<file path="config.mk">
export PLATFORM = sky130hd
export DESIGN_NAME = clock_synth_divider_programmer
export DESIGN_NICKNAME = d
export VERILOG_FILES = /design/src/cdp_pkg.sv /design/src/cdp_front.sv /design/src/cdp_queue.sv /design/src/cdp_back.sv /design/src/clock_synth_divider_programmer.sv
export SDC_FILE = /design/constraint.sdc
export NUM_CORES = 2
export LEC_CHECK = 0
export BUFFER_PORTS_ARGS = -buffer_cell sky130_fd_sc_hd__buf_2
export CAP_MARGIN = 20
export CORE_UTILIZATION = 50
export CTS_CLUSTER_DIAMETER = 150
export DETAILED_ROUTE_END_ITERATION = 7
export GPL_TIMING_DRIVEN = 0
export PLACE_DENSITY = 0.65
export SYNTH_ARGS = -nofsm -noshare
export SYNTH_HDL_FRONTEND = slang
export SYNTH_SLANG_ARGS = --single-unit
</file>
<file path="constraint.sdc">
create_clock -name clk -period 9.4 [get_ports clk]
set_input_delay 0.47 -clock clk [delete_from_list [all_inputs] [get_ports clk]]
set_output_delay 0.47 -clock clk [all_outputs]
set_load 0.01 [all_outputs]
</file>
<file path="src/cdp_pkg.sv">
// ----------------------------------------------------------------------------
// cdp_pkg
// Shared types, constants and the register write table of the divider
// programmer.
// ----------------------------------------------------------------------------
package cdp_pkg;

	localparam int FRAC_BITS_DEF = 20;
	localparam int QUEUE_DEPTH   = 2;
	localparam int NUM_WRITES    = 31;
	localparam int IDX_W         = 5;
	localparam int CFG_IDX_W     = 3;

	localparam logic [CFG_IDX_W-1:0] CFG_XTAL    = 3'd0;
	localparam logic [CFG_IDX_W-1:0] CFG_CORR    = 3'd1;
	localparam logic [CFG_IDX_W-1:0] CFG_FLOOR   = 3'd2;
	localparam logic [CFG_IDX_W-1:0] CFG_LOADCAP = 3'd3;
	localparam logic [CFG_IDX_W-1:0] CFG_OUT0    = 3'd4;

	localparam logic [25:0] XTAL_RST    = 26'd25000000;
	localparam logic [31:0] CORR_RST    = 32'd1073374730;
	localparam logic [31:0] FLOOR_RST   = 32'd600000000;
	localparam logic [7:0]  LOADCAP_RST = 8'd2;
	localparam logic [7:0]  OUT0_RST    = 8'h4F;

	localparam logic [20:0] FRAC_DEN    = 21'd1048575;
	localparam logic [IDX_W-1:0] LAST_IDX = IDX_W'(NUM_WRITES - 1);
	localparam logic [7:0]  FINAL_ADDR  = 8'd177;

	typedef enum logic [3:0] {
		F_IDLE, F_DIV1, F_ADJ1, F_MUL1, F_ADJ2, F_MUL2, F_DIV2, F_FIN1, F_FIN2, F_PUSH
	} front_state_t;

	typedef struct packed {
		logic [23:0] p1;
		logic [19:0] p2;
		logic [23:0] q1;
	} setup_t;

	typedef struct packed {
		logic [7:0] out0;
		logic [7:0] load_cap;
	} bytes_t;

	// Address in the high byte, value in the low byte.
	function automatic logic [15:0] write_entry(input logic [IDX_W-1:0] idx,
	                                            input setup_t s, input bytes_t c);
		logic [15:0] e;
		case (idx)
			5'd0:  e = {8'd3, 8'hFF};
			5'd1:  e = {8'd16, 8'h80};
			5'd2:  e = {8'd17, 8'h80};
			5'd3:  e = {8'd18, 8'h80};
			5'd4:  e = {8'd19, 8'h80};
			5'd5:  e = {8'd20, 8'h80};
			5'd6:  e = {8'd21, 8'h80};
			5'd7:  e = {8'd22, 8'h80};
			5'd8:  e = {8'd23, 8'h80};
			5'd9:  e = {8'd15, 8'h00};
			5'd10: e = {8'd24, 8'h00};
			5'd11: e = {8'd16, c.out0};
			5'd12: e = {8'd183, c.load_cap};
			5'd13: e = {8'd3, 8'hFE};
			5'd14: e = {8'd26, 8'hFF};
			5'd15: e = {8'd27, 8'hFF};
			5'd16: e = {8'd28, s.p1[23:16]};
			5'd17: e = {8'd29, s.p1[15:8]};
			5'd18: e = {8'd30, s.p1[7:0]};
			5'd19: e = {8'd31, 4'hF, s.p2[19:16]};
			5'd20: e = {8'd32, s.p2[15:8]};
			5'd21: e = {8'd33, s.p2[7:0]};
			5'd22: e = {8'd42, 8'h00};
			5'd23: e = {8'd43, 8'h01};
			5'd24: e = {8'd44, s.q1[23:16]};
			5'd25: e = {8'd45, s.q1[15:8]};
			5'd26: e = {8'd46, s.q1[7:0]};
			5'd27: e = {8'd47, 8'h00};
			5'd28: e = {8'd48, 8'h00};
			5'd29: e = {8'd49, 8'h00};
			5'd30: e = {FINAL_ADDR, 8'h20};
			default: e = 16'h0000;
		endcase
		return e;
	endfunction

endpackage

</file>
<file path="src/cdp_front.sv">
// ----------------------------------------------------------------------------
// cdp_front
// Accepts frequency requests and computes the divider words with two
// iterative dividers (two quotient bits per cycle) and registered multipliers.
// ----------------------------------------------------------------------------
module cdp_front #(
	parameter int FRAC_BITS = cdp_pkg::FRAC_BITS_DEF
) (
	input  logic               clk,
	input  logic               arst_n,
	input  logic               s_tvalid,
	output logic               s_tready,
	input  logic [31:0]        s_tdata,
	input  logic [25:0]        xtal_hz,
	input  logic [31:0]        correction_q30,
	input  logic [31:0]        vco_floor_hz,
	input  logic               q_full,
	output logic               q_push,
	output cdp_pkg::setup_t    q_data
);

	localparam int QBE      = ((34 + FRAC_BITS + 1) / 2) * 2;
	localparam int HI       = QBE - FRAC_BITS;
	localparam int D2_STEPS = QBE / 2;
	localparam int CW       = $clog2(D2_STEPS + 1);

	cdp_pkg::front_state_t state_q, state_d;

	logic              in_full_q;
	logic [31:0]       in_data_q;
	logic              take;
	logic [31:0]       fout_q;
	logic [31:0]       d1_rem_q, d1_num_q, d1_rem_d, d1_num_d;
	logic [55:0]       d2_rem_q, d2_rem_d;
	logic [QBE-1:0]    d2_num_q, d2_num_d;
	logic [CW-1:0]     cnt_q;
	logic [31:0]       a_q, prod0_q, fvco_q, a_adj;
	logic [63:0]       prod;
	logic [55:0]       den;
	logic [19:0]       b_q;
	logic [16:0]       ip_q;
	logic [FRAC_BITS-1:0] f_sel;
	logic [16:0]       ip_sel;
	logic [FRAC_BITS+19:0] fb;
	logic [26:0]       x;
	logic [20:0]       r;
	logic [7:0]        qv;
	cdp_pkg::setup_t   res_q, res_d;

	assign s_tready = !in_full_q;
	assign den = {xtal_hz, 30'd0};
	assign prod = 64'(fvco_q) * 64'(correction_q30);

	always_comb begin
		logic [32:0] t1;
		logic [56:0] t2;
		d1_rem_d = d1_rem_q;
		d1_num_d = d1_num_q;
		d2_rem_d = d2_rem_q;
		d2_num_d = d2_num_q;
		for (int k = 0; k < 2; k++) begin
			t1 = {d1_rem_d, d1_num_d[31]};
			d1_num_d = {d1_num_d[30:0], 1'b0};
			if (t1 >= {1'b0, fout_q}) begin
				d1_rem_d = 32'(t1 - {1'b0, fout_q});
				d1_num_d[0] = 1'b1;
			end else begin
				d1_rem_d = t1[31:0];
			end
			t2 = {d2_rem_d, d2_num_d[QBE-1]};
			d2_num_d = {d2_num_d[QBE-2:0], 1'b0};
			if (t2 >= {1'b0, den}) begin
				d2_rem_d = 56'(t2 - {1'b0, den});
				d2_num_d[0] = 1'b1;
			end else begin
				d2_rem_d = t2[55:0];
			end
		end
	end

	always_comb begin
		if (d1_num_q < 32'd6) begin
			a_adj = 32'd6;
		end else if (d1_num_q[0]) begin
			a_adj = d1_num_q + 32'd1;
		end else begin
			a_adj = d1_num_q;
		end
	end

	always_comb begin
		if (xtal_hz == 26'd0) begin
			f_sel  = '0;
			ip_sel = '1;
		end else begin
			f_sel  = d2_num_q[FRAC_BITS-1:0];
			ip_sel = d2_num_q[FRAC_BITS+16:FRAC_BITS];
		end
		fb = (FRAC_BITS+20)'({f_sel, 20'd0} - (FRAC_BITS+20)'(f_sel));
	end

	always_comb begin
		x = {b_q, 7'd0};
		r = {1'b0, x[19:0]} + 21'(x[26:20]);
		qv = {1'b0, x[26:20]};
		if (r >= cdp_pkg::FRAC_DEN) begin
			r  = r - cdp_pkg::FRAC_DEN;
			qv = qv + 8'd1;
		end
		res_d.p1 = ({ip_q, 7'd0} + 24'(qv) - 24'd512) | 24'h100000;
		res_d.p2 = r[19:0];
		res_d.q1 = {a_q[16:0], 7'd0} - 24'd512;
	end

	always_comb begin
		state_d = state_q;
		case (state_q)
			cdp_pkg::F_IDLE: if (in_full_q) state_d = cdp_pkg::F_DIV1;
			cdp_pkg::F_DIV1: if (cnt_q == CW'(15)) state_d = cdp_pkg::F_ADJ1;
			cdp_pkg::F_ADJ1: state_d = cdp_pkg::F_MUL1;
			cdp_pkg::F_MUL1: state_d = cdp_pkg::F_ADJ2;
			cdp_pkg::F_ADJ2: state_d = cdp_pkg::F_MUL2;
			cdp_pkg::F_MUL2: state_d = cdp_pkg::F_DIV2;
			cdp_pkg::F_DIV2: if (cnt_q == CW'(D2_STEPS - 1)) state_d = cdp_pkg::F_FIN1;
			cdp_pkg::F_FIN1: state_d = cdp_pkg::F_FIN2;
			cdp_pkg::F_FIN2: state_d = cdp_pkg::F_PUSH;
			cdp_pkg::F_PUSH: if (!q_full) state_d = cdp_pkg::F_IDLE;
			default: state_d = cdp_pkg::F_IDLE;
		endcase
	end

	always_comb begin
		take   = (state_q == cdp_pkg::F_IDLE) && in_full_q;
		q_push = (state_q == cdp_pkg::F_PUSH) && !q_full;
		q_data = res_q;
	end

	always_ff @(posedge clk or negedge arst_n) begin
		if (!arst_n) begin
			state_q   <= cdp_pkg::F_IDLE;
			in_full_q <= 1'b0;
			cnt_q     <= '0;
		end else begin
			state_q <= state_d;
			if (s_tvalid && s_tready) begin
				in_full_q <= 1'b1;
			end else if (take) begin
				in_full_q <= 1'b0;
			end
			if (state_q == cdp_pkg::F_DIV1 || state_q == cdp_pkg::F_DIV2) begin
				cnt_q <= (state_d != state_q) ? '0 : cnt_q + CW'(1);
			end
		end
	end

	always_ff @(posedge clk) begin
		if (s_tvalid && s_tready) begin
			in_data_q <= s_tdata;
		end
		case (state_q)
			cdp_pkg::F_IDLE: begin
				fout_q   <= in_data_q;
				d1_num_q <= vco_floor_hz;
				d1_rem_q <= '0;
			end
			cdp_pkg::F_DIV1: begin
				d1_num_q <= d1_num_d;
				d1_rem_q <= d1_rem_d;
			end
			cdp_pkg::F_ADJ1: a_q <= a_adj;
			cdp_pkg::F_MUL1: prod0_q <= 32'(64'(a_q) * 64'(fout_q));
			cdp_pkg::F_ADJ2: begin
				if (prod0_q < vco_floor_hz) begin
					a_q    <= a_q + 32'd2;
					fvco_q <= prod0_q + {fout_q[30:0], 1'b0};
				end else begin
					fvco_q <= prod0_q;
				end
			end
			cdp_pkg::F_MUL2: begin
				d2_rem_q <= 56'(prod >> HI);
				d2_num_q <= {prod[HI-1:0], {FRAC_BITS{1'b0}}};
			end
			cdp_pkg::F_DIV2: begin
				d2_num_q <= d2_num_d;
				d2_rem_q <= d2_rem_d;
			end
			cdp_pkg::F_FIN1: begin
				b_q  <= fb[FRAC_BITS+19:FRAC_BITS];
				ip_q <= ip_sel;
			end
			cdp_pkg::F_FIN2: res_q <= res_d;
			default: ;
		endcase
	end

endmodule

</file>
<file path="src/cdp_queue.sv">
// ----------------------------------------------------------------------------
// cdp_queue
// Short queue of computed divider word sets between front and back.
// ----------------------------------------------------------------------------
module cdp_queue (
	input  logic            clk,
	input  logic            arst_n,
	input  logic            push,
	input  cdp_pkg::setup_t wdata,
	output logic            full,
	input  logic            pop,
	output logic            valid,
	output cdp_pkg::setup_t rdata
);

	localparam int AW = (cdp_pkg::QUEUE_DEPTH > 1) ? $clog2(cdp_pkg::QUEUE_DEPTH) : 1;
	localparam int CNTW = $clog2(cdp_pkg::QUEUE_DEPTH + 1);

	cdp_pkg::setup_t mem_q [cdp_pkg::QUEUE_DEPTH];
	logic [AW-1:0]   wr_q, rd_q;
	logic [CNTW-1:0] cnt_q;

	assign full  = (cnt_q == CNTW'(cdp_pkg::QUEUE_DEPTH));
	assign valid = (cnt_q != '0);
	assign rdata = mem_q[rd_q];

	always_ff @(posedge clk or negedge arst_n) begin
		if (!arst_n) begin
			wr_q  <= '0;
			rd_q  <= '0;
			cnt_q <= '0;
		end else begin
			if (push) begin
				wr_q <= (wr_q == AW'(cdp_pkg::QUEUE_DEPTH - 1)) ? '0 : wr_q + AW'(1);
			end
			if (pop) begin
				rd_q <= (rd_q == AW'(cdp_pkg::QUEUE_DEPTH - 1)) ? '0 : rd_q + AW'(1);
			end
			cnt_q <= cnt_q + CNTW'(push) - CNTW'(pop);
		end
	end

	always_ff @(posedge clk) begin
		if (push) begin
			mem_q[wr_q] <= wdata;
		end
	end

endmodule

</file>
<file path="src/cdp_back.sv">
// ----------------------------------------------------------------------------
// cdp_back
// Sequencer that plays out the 31 register writes of one word set through
// an output register.
// ----------------------------------------------------------------------------
module cdp_back (
	input  logic            clk,
	input  logic            arst_n,
	input  logic            q_valid,
	input  cdp_pkg::setup_t q_data,
	output logic            q_pop,
	input  cdp_pkg::bytes_t bytes,
	output logic            m_tvalid,
	input  logic            m_tready,
	output logic [15:0]     m_tdata,
	output logic            m_tlast
);

	logic                        busy_q;
	logic [cdp_pkg::IDX_W-1:0]   idx_q;
	cdp_pkg::setup_t             cur_q;
	logic                        out_valid_q;
	logic [15:0]                 out_data_q;
	logic                        out_last_q;
	logic                        load;
	logic [15:0]                 entry;

	assign load  = busy_q && (!out_valid_q || m_tready);
	assign q_pop = !busy_q && q_valid;
	assign entry = cdp_pkg::write_entry(idx_q, cur_q, bytes);

	assign m_tvalid = out_valid_q;
	assign m_tdata  = out_data_q;
	assign m_tlast  = out_last_q;

	always_ff @(posedge clk or negedge arst_n) begin
		if (!arst_n) begin
			busy_q      <= 1'b0;
			idx_q       <= '0;
			out_valid_q <= 1'b0;
		end else begin
			if (q_pop) begin
				busy_q <= 1'b1;
				idx_q  <= '0;
			end else if (load) begin
				if (idx_q == cdp_pkg::LAST_IDX) begin
					busy_q <= 1'b0;
				end
				idx_q <= idx_q + cdp_pkg::IDX_W'(1);
			end
			if (load) begin
				out_valid_q <= 1'b1;
			end else if (m_tready) begin
				out_valid_q <= 1'b0;
			end
		end
	end

	always_ff @(posedge clk) begin
		if (q_pop) begin
			cur_q <= q_data;
		end
		if (load) begin
			out_data_q <= {entry[7:0], entry[15:8]};
			out_last_q <= (idx_q == cdp_pkg::LAST_IDX);
		end
	end

	a_idx_range: assert property (@(posedge clk) disable iff (!arst_n)
		busy_q |-> idx_q <= cdp_pkg::LAST_IDX) else $error("write index out of range");
	a_last_addr: assert property (@(posedge clk) disable iff (!arst_n)
		(out_valid_q && out_last_q) |-> out_data_q[7:0] == cdp_pkg::FINAL_ADDR)
		else $error("last write at wrong address");
	a_end_run: assert property (@(posedge clk) disable iff (!arst_n)
		(load && idx_q == cdp_pkg::LAST_IDX) |=> !busy_q) else $error("run did not end");

endmodule

</file>
<file path="src/clock_synth_divider_programmer.sv">
// ----------------------------------------------------------------------------
// clock_synth_divider_programmer
// Turns a requested output frequency into the register write sequence that
// sets up the feedback and output dividers of a clock synthesizer.
//
// Usage: s_tdata carries fout_hz; each accepted transaction yields 31
// transactions on the master side, m_tdata = {reg_value, reg_addr} and
// m_tlast high on the 31st. Configuration is written through cfg_we,
// cfg_index and cfg_wdata while the block is idle.
// The first write follows the output divider and the feedback ratio
// divider, both producing two quotient bits per cycle. The 31 writes of
// one request play out while the next request is computed, and two
// computed sets wait in the queue between the stages.
// Reset clears all control state and loads the register defaults.
// A stalled receiver holds the current write; computing goes on until the
// queue is full, then the input stops once its input register holds a request.
// ----------------------------------------------------------------------------
module clock_synth_divider_programmer #(
	parameter int FRAC_BITS = cdp_pkg::FRAC_BITS_DEF
) (
	input  logic                          clk,
	input  logic                          arst_n,
	input  logic                          s_tvalid,
	output logic                          s_tready,
	input  logic [31:0]                   s_tdata,   // fout_hz
	output logic                          m_tvalid,
	input  logic                          m_tready,
	output logic [15:0]                   m_tdata,   // {reg_value, reg_addr}
	output logic                          m_tlast,
	input  logic                          cfg_we,
	input  logic [cdp_pkg::CFG_IDX_W-1:0] cfg_index,
	input  logic [31:0]                   cfg_wdata
);

	logic [25:0]     xtal_q;
	logic [31:0]     corr_q;
	logic [31:0]     floor_q;
	cdp_pkg::bytes_t bytes_q;

	logic            q_full, q_push, q_valid, q_pop;
	cdp_pkg::setup_t q_wdata, q_rdata;

	always_ff @(posedge clk or negedge arst_n) begin
		if (!arst_n) begin
			xtal_q           <= cdp_pkg::XTAL_RST;
			corr_q           <= cdp_pkg::CORR_RST;
			floor_q          <= cdp_pkg::FLOOR_RST;
			bytes_q.load_cap <= cdp_pkg::LOADCAP_RST;
			bytes_q.out0     <= cdp_pkg::OUT0_RST;
		end else if (cfg_we) begin
			case (cfg_index)
				cdp_pkg::CFG_XTAL:    xtal_q <= cfg_wdata[25:0];
				cdp_pkg::CFG_CORR:    corr_q <= cfg_wdata;
				cdp_pkg::CFG_FLOOR:   floor_q <= cfg_wdata;
				cdp_pkg::CFG_LOADCAP: bytes_q.load_cap <= cfg_wdata[7:0];
				cdp_pkg::CFG_OUT0:    bytes_q.out0 <= cfg_wdata[7:0];
				default: ;
			endcase
		end
	end

	cdp_front #(.FRAC_BITS(FRAC_BITS)) u_front (
		.clk            (clk),
		.arst_n         (arst_n),
		.s_tvalid       (s_tvalid),
		.s_tready       (s_tready),
		.s_tdata        (s_tdata),
		.xtal_hz        (xtal_q),
		.correction_q30 (corr_q),
		.vco_floor_hz   (floor_q),
		.q_full         (q_full),
		.q_push         (q_push),
		.q_data         (q_wdata)
	);

	cdp_queue u_queue (
		.clk    (clk),
		.arst_n (arst_n),
		.push   (q_push),
		.wdata  (q_wdata),
		.full   (q_full),
		.pop    (q_pop),
		.valid  (q_valid),
		.rdata  (q_rdata)
	);

	cdp_back u_back (
		.clk      (clk),
		.arst_n   (arst_n),
		.q_valid  (q_valid),
		.q_data   (q_rdata),
		.q_pop    (q_pop),
		.bytes    (bytes_q),
		.m_tvalid (m_tvalid),
		.m_tready (m_tready),
		.m_tdata  (m_tdata),
		.m_tlast  (m_tlast)
	);

endmodule
</file>
# Word-level counts from Yosys, hierarchy flattened
# Memories as Yosys holds them, arrays and structs flattened. A register that Yosys moved wholly into a read port is not among the register bits.
# Index checks and enable logic that the tools add are counted.
# op_classes
add_sub_neg	20
mul	2
n_lt_le_gt_ge	7
n_eq_ne	48
mux	40
reduce_logical	30
# op_table
cell	n
$pmux W16 S31	1
$mux W32	6
$pmux W32 S2	3
$ge A57 B56 Y1	2
$mux W56	2
$pmux W56 S2	1
$sub A56 B56 Y56	2
$pmux W54 S2	1
$eq A5 B5 Y1 const B	16
$ge A33 B32 Y1	2
$mul A32 B32 Y64	1
$sub A32 B32 Y32	2
$sub A24 B10 Y24 const B	2
$eq A5 B4 Y1 const B	9
$mux W20	2
$pmux W4 S10	1
$sub A40 B20 Y40	1
$add A32 B1 Y32 const B	1
$add A32 B2 Y32 const B	1
$add A32 B32 Y32	1
$lt A32 B3 Y1 const B	1
$lt A32 B32 Y1	1
$mul A32 B32 Y32	1
$logic_not A26 Y1	1
other kinds (34)	86
# totals
reg_bits	606
mem_bits_rw	134
inputBits	72
out_inout_bits	19
elab_cells	179
memories	1
# mem_list
memory	words	width	rd	rd_clocked_by_memory_dff	wr	line	rtl
u_queue.mem_q	2	67	1	1	1	cdp_queue.sv:19	cdp_pkg::setup_t mem_q [cdp_pkg::QUEUE_DEPTH];

# Depth between registers and ports, before layout
# depth
ltp_word	5
depth_mapped	30
ltp_nobuf	28

# Hierarchy
# From an unflattened synthesis, not the netlist that was laid out.
# unflattened
hier_cells	8775
hier_area_um2	88125.8
# modules_own_cells
mod	n_inst	cells_each	area_each_um2	seq_area_each_um2
cdp_front	1	8011	74765.5	12862.3
cdp_queue	1	227	5148.7	4184.0
cdp_back	1	309	4162.7	2697.6
clock_synth_divider_programmer	1	228	4048.9	2710.1

# Worst setup path after synthesis
# No wires, ideal clock.
# synth_timing
path_kind	register to register
from	reg corr_q[9]
to	reg u_front.d2_rem_q[17] (data pin)
setup_time_ns	0.270
arrival_ns	7.328
t_required_ns	9.130
slack_ns	1.802
path_stages_with_launch	28
n_path_buf	1
path_cell_list	dfstp_2 -> clkbuf_1 -> nand2_1 -> fa_1 -> inv_1 -> fa_1 -> fa_1 -> inv_1 -> fa_1 -> inv_1 -> fa_1 -> ha_1 -> fa_1 -> inv_1 -> fa_1 -> inv_1 -> ha_1 -> nand3_1 -> a211oi_1 -> o211ai_1 -> a211oi_2 -> a31oi_1 -> o41ai_2 -> a41oi_2 -> o41ai_2 -> a31oi_1 -> xnor2_1 -> a21oi_1
# synth_between
elab_chain_len	2
# synth_rtl
item	line	rtl
start, declared	clock_synth_divider_programmer.sv:36	logic [31:0] corr_q;
start signal, assigned	clock_synth_divider_programmer.sv:46	corr_q <= cdp_pkg::CORR_RST;
start signal, assigned	clock_synth_divider_programmer.sv:53	cdp_pkg::CFG_CORR: corr_q <= cfg_wdata;
$mul A32 B32 Y64	cdp_front.sv:52	assign prod = 64'(fvco_q) * 64'(correction_q30);
$pmux W56 S2	cdp_front.sv:160	case (state_q)
end signal, assigned	cdp_front.sv:181	d2_rem_q <= 56'(prod >> HI);
end signal, assigned	cdp_front.sv:186	d2_rem_q <= d2_rem_d;
end, declared	cdp_front.sv:34	logic [55:0] d2_rem_q, d2_rem_d;
# No other way between the ends.
# A chain may end at the register's enable or synchronous reset.

# Final worst setup path
# layout_timing
from	reg u_front.fvco_q[24]
to	reg u_front.d2_rem_q[28] (data pin)
# layout_between
elab_chain_len	2
# layout_rtl
item	line	rtl
start, declared	cdp_front.sv:37	logic [31:0] a_q, prod0_q, fvco_q, a_adj;
start signal, assigned	cdp_front.sv:175	fvco_q <= prod0_q + {fout_q[30:0], 1'b0};
start signal, assigned	cdp_front.sv:177	fvco_q <= prod0_q;
$mul A32 B32 Y64	cdp_front.sv:52	
$pmux W56 S2	cdp_front.sv:160	
# No other way between the ends.

==> results.md <==
- Status: completed
- Row count: 151
- Final setup viols: 0
- Final Skew: 0.0704 ns
- Clock sinks: 719
- Fin. Hold Viols: 0
- Gr usage total: 0.330
- Core footprint: 170000 µm²
- Max_slew headroom: 0.183
- CTS tree: built
- Number of H-tree levels: 3
- Sequential area share after synthesis: 0.245
- CP arrival: 9.76 ns
- Worst hold path depth: 3
- Layout cells sized above 1: 0.0682
- Commonest non-fill, non-tap cells in the layout: inv_1 (1542), fa_1 (1290), nand2_1 (1162), and2_1 (668), edfxtp_1 (592)
- Pin count of the biggest net entering global routing: 95
- Synth async-reset ratio: 0.177
- Reg area: 21000 µm²
- Endpoint class of the critical path: flip-flop
- Multi-input logic area: 57500 µm²
- Vias: 64800
- R2R cell count: 24
- Worst Hold Class: input port to flip-flop
- Fin area: 93100 µm²
- Clock latency on the worst-skew pair: 0.71 ns
- First-pass GRT wire length: 422 mm
- Vias in the first global route: 66600
- Initial antenna violation count: 26
- Crit Path Max Fanout: 10
- Nets: 10900
- Post-DP HPWL: 229 mm
- Netlist cell types: 94
- Final period util: 0.993
- CP required: 9.82 ns
- Synth Instances: 8699
- CTS Buf Count: 80
- DIE WIDTH: 416 µm
- Routed len/inst: 25.0 µm
- Final worst slack: 0.0642 ns
- Setup tns final: 0 ns
- Die span in y: 416 µm
- Critical setup path kind: flip-flop to flip-flop
- Global route overflow: 0
- FMAX: 107 MHz
- Ys Warns: 0
- Dpl cell area: 89700 µm²
- Final Max Slew Viols: 0
- Clk root buf: clkbuf_16
- Fillers: 15200
- Netlist Area Pre-Place: 85700 µm²
- Final Critical Period: 9.34 ns
- #FFs+latches synth: 719
- Worst-path clk slew: 0.06 ns
- DRT Wirelength: 282 mm
- Synthesized area per cell: 9.85 µm²
- RSZ-0062 raised after global routing: true
- Initial Util: 0.505
- Final Util: 0.548
- Io pins: 91
- Via/cell ratio: 5.75
- DR pass1 iterations: 6
- Pre-CTS setup slack: -0.201 ns
- Drt first-iter violations: 6103
- Nature of the critical path startpoint: flip-flop
- Main flop type after synthesis: edfxtp_1
- Full die area: 173000 µm²
- Most common cell after layout, fill and taps aside: inv_1
- Post-synth EDFFs: 592
- Count of input and output buffers: 89
- P&R area growth vs syn: 8.60%
- Antenna-violating nets left: 0
- DRC viols: 0
- Worst Tran Pin Value: 1.23 ns
- Max cap viols: 0
- Routability Congestion: 1.06
- Clock buffer depth: 3
cell type report:
type | instances | share of cell area
Multi-Input combinational cell | 6055 | 0.618
Sequential cell | 719 | 0.226
Inverter | 1545 | 0.0623
Tap cell | 2218 | 0.0298
Clock buffer | 100 | 0.0238
Buffer | 420 | 0.0182
Timing Repair Buffer | 171 | 0.0153
Clock inverter | 48 | 0.00649
Antenna cell | 9 | 0.000242
worst paths after layout:
check | startpoint | to | slack [ns]
min in group asynchronous | arst_n | u_front.in_full_q$_DFFE_PN0P_ | 0.24
setup reg to reg | u_front.fvco_q[24]$_DFFE_PP_ | u_front.d2_rem_q[28]$_DFFE_PP_ | 0.06
setup / recovery | u_front.fvco_q[24]$_DFFE_PP_ | u_front.d2_rem_q[28]$_DFFE_PP_ | 0.06
hold / removal | m_tready | u_back.m_tvalid$_DFFE_PN0P_ | 0.06
hold reg to reg | u_front.in_data_q[14]$_DFFE_PP_ | u_front.fout_q[14]$_DFFE_PP_ | 0.42
max in group asynchronous | arst_n | corr_q[26]$_DFFE_PN1P_ | 8.20
through the flow:
step / cells / hold WS [ns]
after floorplan: 8739 / 0.174
after CTS: 11300 / 0.0167
after global routing: 11300 / 0.0586
after global placement: 11000 / 0.403
after detailed placement: 11100 / 0.404
final: 11300 / 0.0646
worst max-delay path, stage by stage, from the launching register on:
cell and delay [ns]:
edfxtp_1 0.65, clkbuf_1 0.89, and2_1 0.27, fa_1 0.43, inv_1 0.08, fa_1 0.43
fa_1 0.53, fa_1 0.55, inv_1 0.05, fa_1 0.48, fa_1 0.57, fa_1 0.43
fa_1 0.48, ha_1 0.47, a21oi_1 0.52, o21bai_1 0.11, a21oi_1 0.25, o21ai_0 0.14
a221oi_1 0.41, nand3b_1 0.12, o21ai_0 0.44, o21ai_1 0.21, a21o_1 0.26, a21oi_1 0.13
o22ai_1 0.16
flip-flops by register name (all words and copies together) (netlist names), 52 cells and up:
register,flops
u_back.cur_q,52
u_front.d2_num_q,54
u_front.d2_rem_q,56
u_front.q_data,52
u_queue.mem_q,104
cells in the mapped netlist, types with 38 or more instances:
| cell | number | share of area |
|---|---|---|
| xor2_1 | 138 | 0.014 |
| o21ai_0 | 257 | 0.015 |
| nand4_1 | 55 | 0.0040 |
| and2_1 | 669 | 0.049 |
| clkbuf_1 | 374 | 0.016 |
| fa_1 | 1290 | 0.30 |
| nor4_1 | 39 | 0.0028 |
| nand2b_1 | 39 | 0.0028 |
| nor2b_1 | 46 | 0.0034 |
| mux2i_1 | 48 | 0.0056 |
| nor3_1 | 54 | 0.0032 |
| nand3_1 | 78 | 0.0046 |
| nand2_1 | 1162 | 0.051 |
| a21oi_1 | 271 | 0.016 |
| xnor2_1 | 223 | 0.023 |
| dfrtp_1 | 81 | 0.024 |
| ha_1 | 558 | 0.081 |
| dfstp_2 | 46 | 0.014 |
| mux2_2 | 141 | 0.019 |
| edfxtp_1 | 592 | 0.21 |
| nor2_1 | 298 | 0.013 |
| and3_1 | 42 | 0.0031 |
| a21o_1 | 113 | 0.0099 |
| a211oi_1 | 38 | 0.0033 |
| inv_1 | 1542 | 0.068 |
kinds of logic after synthesis:
logic type | synth area share
buffers and inverters | 0.0866
other | 0.0000876
multiplexers | 0.0286
flip-flops | 0.245
adder cells (fa/ha/maj) | 0.383
AO/OA/AOI/OAI | 0.0745
AND/OR/NAND/NOR | 0.145
XOR/XNOR | 0.0369
what timing repair did:
item / 4_1_cts / 5_1_grt
hold buffers: 34 / 0
setup endpoints to repair: 2 / 15
setup buffers: 0 / 3
resized for setup: 12 / 119
endpoints found under the hold margin: 65 / 0
metal layers:
layer | global-route usage | vias to the layer above | part of all wire
li1 | - | 28200 | -
met1 | 0.431 | 32800 | 0.39
met2 | 0.509 | 3092 | 0.44
met3 | 0.0685 | 770 | 0.091
met4 | 0.196 | 10 | 0.074
met5 | 0 | - | 0.00023
Power is not shown: default switching activity piles up to over one toggle a cycle in this logic, so the estimate is an artifact.
